[config.mk]
export PLATFORM = sky130hd
export DESIGN_NAME = rgrm_ctrl
export DESIGN_NICKNAME = d
export VERILOG_FILES = /design/src/rtl/core/receiver_grid_rank_mapper_defines.svh /design/src/rtl/core/rgrm_pkg.sv /design/src/rtl/core/rgrm_ctrl.sv
export SDC_FILE = /design/constraint.sdc
export NUM_CORES = 1
export LEC_CHECK = 0
export BUFFER_PORTS_ARGS = -buffer_cell sky130_fd_sc_hd__buf_4
export CORE_MARGIN = 8
export CORE_UTILIZATION = 25
export DETAILED_ROUTE_END_ITERATION = 12
export SLEW_MARGIN = 0
export SYNTH_ARGS = -nofsm -noshare
export SYNTH_HDL_FRONTEND = slang
export SYNTH_SLANG_ARGS = --single-unit
[constraint.sdc]
create_clock -name aclk -period 1.85 [get_ports aclk]
set_input_delay 0.37 -clock aclk [delete_from_list [all_inputs] [get_ports aclk]]
set_output_delay 0.37 -clock aclk [all_outputs]
set_load 0.05 [all_outputs]
[src/rtl/core/receiver_grid_rank_mapper_defines.svh]
// ------------------------------------------------------------------------
// receiver grid rank mapper assertion macros
// shared concurrent assertion forms for the mapper core
// ------------------------------------------------------------------------
`ifndef RECEIVER_GRID_RANK_MAPPER_DEFINES_SVH
`define RECEIVER_GRID_RANK_MAPPER_DEFINES_SVH

// same-cycle implication, disabled during reset
`define RGRM_ASSERT_IMP(name, clk, rst_n, ante, cons, msg) \
    name: assert property (@(posedge clk) disable iff (!rst_n) (ante) |-> (cons)) \
        else $error(msg);

// next-cycle implication, disabled during reset
`define RGRM_ASSERT_NXT(name, clk, rst_n, ante, cons, msg) \
    name: assert property (@(posedge clk) disable iff (!rst_n) (ante) |=> (cons)) \
        else $error(msg);

`endif

[src/rtl/core/rgrm_pkg.sv]
// ------------------------------------------------------------------------
// rgrm_pkg
// types and constants shared by the receiver grid rank mapper modules
// ------------------------------------------------------------------------
package rgrm_pkg;

    localparam int NUM_RANKS_DEF     = 1024;
    localparam int MAX_RECEIVERS_DEF = 65536;

    localparam int POS_W   = 32;
    localparam int SPC_W   = 31;
    localparam int CPR_W   = 16;
    localparam int RKY_W   = 11;
    localparam int RANK_W  = 10;
    localparam int CNT_W   = 16;
    localparam int CFG_IDX_W = 3;

    // divider sizing: 2*|d| + s fits 34 bits, 2*s fits 32 bits
    localparam int DIV_NW = 34;
    localparam int DIV_DW = 32;

    localparam logic [CFG_IDX_W-1:0] CFG_ORIGIN_X     = 3'd0;
    localparam logic [CFG_IDX_W-1:0] CFG_ORIGIN_Y     = 3'd1;
    localparam logic [CFG_IDX_W-1:0] CFG_GRID_SPACING = 3'd2;
    localparam logic [CFG_IDX_W-1:0] CFG_CPR_X        = 3'd3;
    localparam logic [CFG_IDX_W-1:0] CFG_CPR_Y        = 3'd4;
    localparam logic [CFG_IDX_W-1:0] CFG_RANKS_Y      = 3'd5;

    typedef struct packed {
        logic clear_en;
        logic load_in;
        logic div1_start;
        logic div2_start;
        logic mul_en;
        logic sum_en;
        logic rd_en;
        logic commit;
    } rgrm_cmd_t;

    typedef struct packed {
        logic clear_last;
        logic div_busy;
        logic out_free;
    } rgrm_sts_t;

endpackage

[src/rtl/core/rgrm_ctrl.sv]
// ------------------------------------------------------------------------
// rgrm_ctrl
// sequencer for table clear, division passes, rank arithmetic and commit
// ------------------------------------------------------------------------
module rgrm_ctrl (
    input  logic                aclk,
    input  logic                aresetn,
    input  logic                s_valid,
    output logic                s_ready,
    output rgrm_pkg::rgrm_cmd_t cmd,
    input  rgrm_pkg::rgrm_sts_t sts
);
    import rgrm_pkg::*;

    typedef enum logic [3:0] {
        ST_CLEAR,
        ST_IDLE,
        ST_DIV1,
        ST_DIV1_WAIT,
        ST_DIV2,
        ST_DIV2_WAIT,
        ST_MUL,
        ST_SUM,
        ST_READ,
        ST_DONE
    } state_t;

    state_t state_reg, state_next;

    always_comb begin
        state_next = state_reg;
        unique case (state_reg)
            ST_CLEAR:     if (sts.clear_last) state_next = ST_IDLE;
            ST_IDLE:      if (s_valid) state_next = ST_DIV1;
            ST_DIV1:      state_next = ST_DIV1_WAIT;
            ST_DIV1_WAIT: if (!sts.div_busy) state_next = ST_DIV2;
            ST_DIV2:      state_next = ST_DIV2_WAIT;
            ST_DIV2_WAIT: if (!sts.div_busy) state_next = ST_MUL;
            ST_MUL:       state_next = ST_SUM;
            ST_SUM:       state_next = ST_READ;
            ST_READ:      state_next = ST_DONE;
            ST_DONE:      if (sts.out_free) state_next = ST_IDLE;
            default:      state_next = ST_CLEAR;
        endcase
    end

    always_ff @(posedge aclk) begin
        if (!aresetn) begin
            state_reg <= ST_CLEAR;
        end else begin
            state_reg <= state_next;
        end
    end

    always_comb begin
        cmd            = '0;
        cmd.clear_en   = (state_reg == ST_CLEAR);
        cmd.load_in    = (state_reg == ST_IDLE) && s_valid;
        cmd.div1_start = (state_reg == ST_DIV1);
        cmd.div2_start = (state_reg == ST_DIV2);
        cmd.mul_en     = (state_reg == ST_MUL);
        cmd.sum_en     = (state_reg == ST_SUM);
        cmd.rd_en      = (state_reg == ST_READ);
        cmd.commit     = (state_reg == ST_DONE) && sts.out_free;
    end

    assign s_ready = (state_reg == ST_IDLE);

endmodule

# Word-level counts from Yosys, hierarchy flattened
# Cells that the tools add are included.
[op_classes] addsub=0 shift=0 n_reduce_logical=4 eq_ne=14 multipliers=0 mux=6 magnitude_cmp=0 n_bitwise=0 n_div=0
[ops] cell="one-hot mux 4 bit (10 select lines)" count=1
[ops] cell="2-to-1 mux 4 bit" count=5
[ops] cell="== test 4 x 3 -> 1 bit, second input constant" count=4
[ops] cell="== test 4 x 2 -> 1 bit, second input constant" count=2
[ops] cell="== test 4 bit, second input constant" count=2
[ops] cell="!= test 2 bit, second input constant" count=4
[ops] cell="AND reduction 5 bit" count=1
[ops] cell="== test 4 x 1 -> 1 bit, second input constant" count=1
[ops] cell="logical NOT 4 bit" count=1
[ops] cell="logical AND 1 bit" count=2
[ops] cell="!= test 2 x 1 -> 1 bit, second input constant" count=1
[totals] mem_count=0 latchBits=0 in_bits=6 ram_bits=0 out_inout_bits=9 mem_bits_ro=0 wordCells=25 reg_bits=4

# Depth between registers and ports, before layout
# Gate-level depths: netlist (run 1).
[depth] depth_word=3 depth_mapped=4 mapped_depth_nobuf=3

# Worst setup path after synthesis (run 1)
# Ideal clock, no wire load.
[synth_path] path_kind="register to output" startpoint="register state_reg[3]" endpoint="output port cmd[1] (netlist bit)" required_ns=1.480 stages_incl_launch_ff=3 setup_slack_ns=-0.665 arrival_ns=2.145 path_buffers=1 cell_sequence="dfxtp_1 -> buf_2 -> nor4b_1"
[synth_rtl] item="start: declaration" line="rgrm_ctrl.sv:28" source="state_t state_reg, state_next;"
[synth_rtl] item="start signal: assignment" line="rgrm_ctrl.sv:51" source="state_reg <= state_next;"
[synth_rtl] item="end: declaration" line="rgrm_ctrl.sv:10" source="output rgrm_pkg::rgrm_cmd_t cmd,"

==> flow_summary.rst, run 1 <==
.. list-table::
   :header-rows: 1

   * - Metric
     - Value
   * - Startpoint kind of the worst setup timing path
     - register
   * - Type of element capturing the critical path
     - primary output
   * - Minimum clock period
     - 1.748 ns
   * - CP max stage cell
     - sky130_fd_sc_hd__or4_1
   * - Die outline width
     - 52.76 µm
   * - Static Leakage
     - roughly 0.23 nW
   * - Portion of the clock cycle consumed by the worst path in the final layout
     - a little over nine tenths
   * - Total wire length after detailed routing
     - ~890 µm
   * - Yosys Warn Count
     - 0
   * - Post-synthesis compound-gate area fraction
     - between 20% and 30%
   * - Core box area
     - about 0.0013 mm²
   * - Sequential area share after synthesis
     - roughly a quarter
   * - Proportion of register bits with asynchronous set or reset after synthesis
     - 0%
   * - Wire length of the first global-routing pass
     - 1.331 mm
   * - Detailed-router iteration count before antenna repair
     - 4
   * - Via density
     - around 5.0
   * - Final number of setup-violating endpoints
     - 0
   * - P&R area growth vs syn
     - 49.26%
   * - Critical-path cell list
     - or4_1 > inv_1 > buf_4
   * - Highest cell delay on the worst timing path
     - between 0.5 and 0.6 ns
   * - Xor and xnor area share after synthesis
     - 0%
   * - GRT Util Overall
     - roughly 6.7%
   * - Area share of fa/ha/maj cells after synthesis
     - 0%
   * - GRT overflow
     - 0
   * - Number of distinct library cell variants in the gate-level netlist after synthesis
     - 26
   * - Chip Height
     - around 53 µm
   * - Fraction of met1 tracks used by global routing
     - roughly 7.5%
   * - Clock slew at reported path FFs
     - around 0.030 ns
   * - Outcome
     - finished, final reports clean
   * - Hold Path Class
     - input pin to register
   * - Setup Skew
     - between 0.001 and 0.0015 ns
   * - Data required, critical path
     - 1.48 ns
   * - Share of total power consumed by net switching
     - around 36%
   * - Critical Path AT
     - ~1.4 ns
   * - Number of sinks driven by the clock tree
     - 4
   * - Final number of hold-violating endpoints
     - 0
   * - Proportion of power drawn by the clock network
     - between 20 and 30%
   * - Routability Congestion
     - ~0.79
   * - Critical path fanouts, max
     - 10
   * - Half-perimeter wire length of the detailed placement result
     - 721.5 µm
   * - Post-route antenna net violation count
     - 0
   * - Total power consumption of the routed design
     - between 0.0003 and 0.0004 W
   * - Max VDD drop
     - 0.3068 mV
   * - CTS tree
     - yes
   * - Number of synthesized flops with an enable pin
     - 0
   * - Fraction of power consumed by sequential logic
     - roughly 30%
   * - Kind of critical path
     - register to primary output
   * - Kind of cell adding the most delay to the critical path
     - simple AND/OR/NAND/NOR gates
   * - Clock Tree Buf Depth
     - 2
   * - FMAX
     - 572.2 MHz
   * - Proportion of synthesized area in mux cells
     - 2.963%
   * - Buffers added on ports
     - 14
   * - DIE AREA
     - roughly 0.0028 mm²
   * - Final Core Density
     - between 30% and 40%
   * - Number of instances in the synthesized netlist
     - between 40 and 50
   * - Simple-gate share of the synthesized area
     - 42.96%
   * - Power density normalized to cell area
     - 685.4 mW/mm²
   * - DRT iter0 DRCs
     - 6
   * - Most heavily used metal layer in global routing
     - met2
   * - Root buffer cell
     - sky130_fd_sc_hd__clkbuf_4
   * - GRT met2 Usage
     - about 8.6%
   * - Source-to-sink clock delay at the later pin of the worst-skew pair
     - between 0.2 and 0.25 ns
   * - Post-synthesis sequential element count
     - 4
   * - Buffers & Inverters on Critical Path
     - 2
   * - Post-synthesis instance area
     - roughly 340 µm²
   * - Inserted Clock Buffers
     - 3
   * - Net Sw Power
     - around 0.00013 W
   * - Avg Cell Area, Syn
     - between 7 and 8 µm²
   * - Number of antenna violations at the first check in global routing
     - 0
   * - Total vias in the final route
     - approximately 380
   * - Final routed DRC violation total
     - 0
   * - Post-route cell area
     - slightly above 500 µm²
   * - Number of global-route vias before repair
     - roughly 310
   * - Site row count
     - 13
   * - Maximum capacitance violations
     - 0
   * - Post-CTS Repair Setup Buffers
     - 0
   * - Comb pwr share
     - about two fifths
   * - Initial core utilization
     - a little over a quarter
   * - Count of pins on the block boundary
     - 15
   * - Total placed instance area
     - between 400 and 500 µm²
   * - Cell internal power dissipation
     - 0.0002201 W
   * - Max FFs per register
     - 4
   * - Net count of the finished layout
     - 69
   * - Actual slew at the worst max-slew pin
     - 0.2734 ns
   * - Final routed wire length divided by cell count
     - ~12 µm
   * - Largest family of logic cells by synthesized area
     - simple AND/OR/NAND/NOR gates
   * - Syn nets
     - 51
   * - Setup tns final
     - 0 ns
   * - Total inserted antenna cells
     - 0
   * - Final Slew Violations
     - 0
   * - Worst slew margin relative to its limit
     - between 80% and 90%
   * - Level count of the clock H-tree
     - 1
   * - Setup repair after global routing missed its margin
     - false
   * - Leading register cell type out of synthesis
     - sky130_fd_sc_hd__dfxtp_1
   * - Met3 usage in global routing
     - 2.841%
   * - Fraction of final layout cells sized beyond drive strength 1
     - between 40 and 50%
   * - Maximum number of pins on one net before global-route repair
     - 13
-- per-layer routing --
layer	part of all wire [%]	vias to the layer above
li1	-	195
met5	0	-
met2	45	8
met1	43	177
met3	11	2
met4	1.3	0
-- synth_stat cells (2+ instances only) --
cell / instances / share of area (%)
sky130_fd_sc_hd__a211o_1: 2 / 5.2
sky130_fd_sc_hd__a21oi_1: 2 / 3.0
sky130_fd_sc_hd__a31oi_1: 2 / 3.7
sky130_fd_sc_hd__and3_1: 2 / 3.7
sky130_fd_sc_hd__buf_2: 3 / 4.4
sky130_fd_sc_hd__dfxtp_1: 4 / 24
sky130_fd_sc_hd__inv_1: 2 / 2.2
sky130_fd_sc_hd__nand2_1: 2 / 2.2
sky130_fd_sc_hd__nand2b_1: 2 / 3.7
sky130_fd_sc_hd__nor2_1: 6 / 6.7
sky130_fd_sc_hd__nor3_1: 2 / 3.0
sky130_fd_sc_hd__nor3b_1: 2 / 4.4
-- cell usage in the layout, fill, tap and decap left out, types with 2 or more instances in the layout --
cell	instances
sky130_fd_sc_hd__inv_1	2
sky130_fd_sc_hd__nor2_1	6
sky130_fd_sc_hd__nor3_2	2
sky130_fd_sc_hd__buf_4	17
sky130_fd_sc_hd__a31oi_1	2
sky130_fd_sc_hd__nand2_1	2
sky130_fd_sc_hd__clkbuf_4	3
sky130_fd_sc_hd__and3_1	2
sky130_fd_sc_hd__a21oi_1	2
sky130_fd_sc_hd__dfxtp_1	3
sky130_fd_sc_hd__nand2b_1	2
sky130_fd_sc_hd__a211o_1	2
-- cell type report --
class / instances / area [µm²]
repair buffers: 17 / 127.6
well taps: 15 / 18.77
flip-flops and latches: 4 / 81.33
multi-input cells: 35 / 246.5
inverters: 2 / 7.507
clock buffers: 3 / 22.52
fillers: 134 / 780.7
-- cells by family after synthesis --
group,after synthesis
DFF,4
muxes,1
and+or+nand+nor,24
AOI/OAI and AO/OA,10
buffers and inverters,6
-- worst paths after layout --
check	cells after the start	start	endpoint	slack, ns
hold reg to reg	2	state_reg[2]	state_reg[2]	0.65
hold / removal	2	aresetn	state_reg[3]	0.38
setup reg to reg	3	state_reg[1]	state_reg[0]	0.62
setup / recovery	3	state_reg[1]	cmd[7]	0.10
-- repair_timing --
action	4_1_cts	5_1_grt
resized for setup	0	1
hold buffers	0	0
setup endpoints to repair	0	2
endpoints found under the hold margin	0	0
-- metrics by stage --
stage               hold WS (ns)  std cells  worst slack [ns]
floorplan                 0.4875         45           0.01842
global placement          0.6141         73            0.3001
detailed placement        0.6195         73            0.2846
CTS                       0.3757         76           0.03184
global route              0.3692         76           0.01497
finish                    0.3787         76            0.1024
-- power groups by stage --
| stage | Sequential (W) | Combinational, W | Clock [W] |
|---|---|---|---|
| final | 0.000103 | 0.000141 | 0.000102 |
| after detailed placement | 0.000103 | 0.000142 | 0 |
| after CTS | 0.000102 | 0.000142 | 0.000110 |
| after floorplan | 0.0000973 | 0.000109 | 0 |
| after global placement | 0.000103 | 0.000142 | 0 |
| after global routing | 0.000104 | 0.000152 | 0.000120 |
No activity file was read; power rests on OpenSTA's default activity.
==> run 2: changes to the inputs <==
GPL_TIMING_DRIVEN = 0   (was default)
==> run 2 against run 1 <==
  * Die area is the same
  * Worst hold slack gained 0.012 ns
  * Sequential power shrank 5%
  * Highest routed layer unchanged
  * Critical path type unchanged
  * Sequential share of layout area shrank 0.50 points
  * Sequential cell count is the same
  * Largest power group unchanged
  * Register-to-register slack lost 0.04 ns
  * Largest cell class unchanged
==> flow_summary.rst, run 2 (synthesized netlist as in run 1, its figures left out) <==
.. list-table::
   :header-rows: 1

   * - Metric
     - Value
   * - Outcome
     - finished, final reports clean
   * - Clock slew at reported path FFs
     - around 0.03 ns
   * - Setup tns final
     - 0 ns
   * - Max FFs per register
     - 4
   * - Total power consumption of the routed design
     - between 0.0003 and 0.0004 W
   * - Beginning of the critical path
     - state_reg[1]
   * - Critical Path AT
     - between 1 and 1.5 ns
   * - Maximum number of pins on one net before global-route repair
     - 11
   * - Met3 usage in global routing
     - about 4.0%
   * - Type of element capturing the critical path
     - primary output
   * - Net count of the finished layout
     - 70
   * - GRT overflow
     - 0
   * - # hold bufs at CTS
     - 0
   * - Count of pins on the block boundary
     - 15
   * - Fraction of met1 tracks used by global routing
     - under 10%
   * - Most common library cell in the layout ignoring fill and taps
     - sky130_fd_sc_hd__buf_4
   * - Highest cell delay on the worst timing path
     - about 0.5 ns
   * - CTS tree
     - yes
   * - Final Slew Violations
     - 0
   * - GRT Util Overall
     - between 7 and 8%
   * - Core box area
     - between 0.001 and 0.0015 mm²
   * - Worst R2R Start
     - state_reg[1]
   * - Total vias in the final route
     - slightly below 400
   * - Startpoint of the most critical hold path
     - aresetn
   * - Post-CTS Repair Setup Buffers
     - 0
   * - Static Leakage
     - roughly 0.24 nW
   * - Final routed wire length divided by cell count
     - 12.32 µm
   * - DIE AREA
     - 0.002784 mm²
   * - Portion of the clock cycle consumed by the worst path in the final layout
     - a little over nine tenths
   * - Clock Tree Buf Depth
     - 2
   * - Initial core utilization
     - 26.29%
   * - Top library cells by usage in the layout, fill and taps aside
     - sky130_fd_sc_hd__buf_4, sky130_fd_sc_hd__nor2_1, sky130_fd_sc_hd__clkbuf_4, sky130_fd_sc_hd__dfxtp_1
   * - Setup Skew
     - between 0.0004 and 0.0005 ns
   * - Total wire length after detailed routing
     - around 950 µm
   * - FMAX
     - 564.5 MHz
   * - Maximum capacitance violations
     - 0
   * - Source-to-sink clock delay at the later pin of the worst-skew pair
     - between 0.2 and 0.25 ns
   * - Final number of setup-violating endpoints
     - 0
   * - Worst slew margin relative to its limit
     - a little under 90%
   * - CP most frequent cell
     - sky130_fd_sc_hd__buf_6
   * - Number of global-route vias before repair
     - between 300 and 400
   * - GRT met2 Usage
     - 9.766%
   * - Inserted Clock Buffers
     - 3
   * - Startpoint kind of the worst setup timing path
     - register
   * - Max VDD drop
     - 0.3064 mV
   * - Final number of hold-violating endpoints
     - 0
   * - CP max stage cell
     - sky130_fd_sc_hd__or4_4
   * - Post-route antenna net violation count
     - 0
   * - Detailed-router iteration count before antenna repair
     - 4
   * - Die outline width
     - ~53 µm
   * - Critical path fanouts, max
     - 10
   * - Kind of critical path
     - register to primary output
   * - Minimum clock period
     - between 1.5 and 2 ns
   * - Power density normalized to cell area
     - 688.4 mW/mm²
   * - Actual slew at the worst max-slew pin
     - roughly 0.20 ns
   * - Number of filler instances in the final layout
     - 142
   * - Wire length of the first global-routing pass
     - 1.421 mm
   * - Most heavily used metal layer in global routing
     - met2
   * - Via density
     - ~5.1
   * - Chip Height
     - ~53 µm
   * - Setup repair after global routing missed its margin
     - false
   * - Buffers added on ports
     - 14
   * - Site row count
     - 13
   * - Hold Path Class
     - input pin to register
   * - Half-perimeter wire length of the detailed placement result
     - roughly 740 µm
   * - Routability Congestion
     - 0.8518
   * - Root buffer cell
     - sky130_fd_sc_hd__clkbuf_4
   * - DRT iter0 DRCs
     - 6
   * - Data required, critical path
     - ~1.5 ns
   * - Level count of the clock H-tree
     - 1
   * - Final routed DRC violation total
     - 0
   * - Number of sinks driven by the clock tree
     - 4
   * - Fraction of final layout cells sized beyond drive strength 1
     - between 40 and 50%
   * - Total inserted antenna cells
     - 0
   * - Critical-path cell list
     - buf_6 > or4_4 > inv_1 > buf_6
   * - P&R area growth vs syn
     - 54.07%
   * - Number of antenna violations at the first check in global routing
     - 0
==> run 2: routing by layer <==
layer | wire (µm) | up-vias
li1 | - | 196
met4 | 9 | 0
met2 | 454 | 12
met3 | 96 | 2
met5 | 0 | -
met1 | 389 | 183
==> run 2: area by class of cell <==
| cell class | instances | area [µm²] | area share, % |
|---|---|---|---|
| timing repair buffer | 14 | 108.9 | 20.91 |
| sequential | 4 | 81.33 | 15.63 |
| multi-input combinational | 35 | 250.2 | 48.08 |
| clock buffer | 3 | 22.52 | 4.327 |
| tap | 15 | 18.77 | 3.606 |
| inverter | 2 | 7.507 | 1.442 |
| buffer | 4 | 31.28 | 6.010 |
==> run 2: critical path, delay by kind of cell, from the launching register on <==
| kind | cells | cell delay [ns] |
|---|---|---|
| flops | 1 | 0.30 |
| buf+inv | 3 | 0.36 |
| simple gates | 1 | 0.51 |
==> run 2: through the flow <==
| step | util (%) | std cells | hold WS, ns | setup WS [ns] | area [µm²] |
|---|---|---|---|---|---|
| 5_1_grt | 40.51 | 77 | 0.3787 | 0.003804 | 520.5 |
| 4_1_cts | 39.44 | 77 | 0.3814 | 0.007606 | 506.7 |
| 2_1_floorplan | - | 45 | 0.4875 | 0.01842 | 360.3 |
| 3_3_place_gp | 37.68 | 74 | 0.6107 | 0.2485 | 484.2 |
| 6_report | 40.51 | 77 | 0.3903 | 0.07837 | 520.5 |
| 3_5_place_dp | 37.68 | 74 | 0.6232 | 0.2631 | 484.2 |
==> run 2: path summary, 6_finish.rpt <==
check | to | slack (ns) | depth (start not counted)
setup / recovery | cmd[7] | 0.08 | 4
hold / removal | state_reg[3] | 0.39 | 2
hold reg to reg | state_reg[2] | 0.65 | 2
setup reg to reg | state_reg[0] | 0.58 | 4
==> run 2: timing repair <==
item                                   4_1_cts  5_1_grt
endpoints found under the hold margin        0        0
gates resized for setup                      0        7
setup endpoints to repair                    0        2
==> run 2: where the power goes <==
part           total [W]  internal, W  switching, W
Clock           0.000103    0.0000722     0.0000308
Combinational   0.000158    0.0000638     0.0000940
Sequential     0.0000975    0.0000929    0.00000457
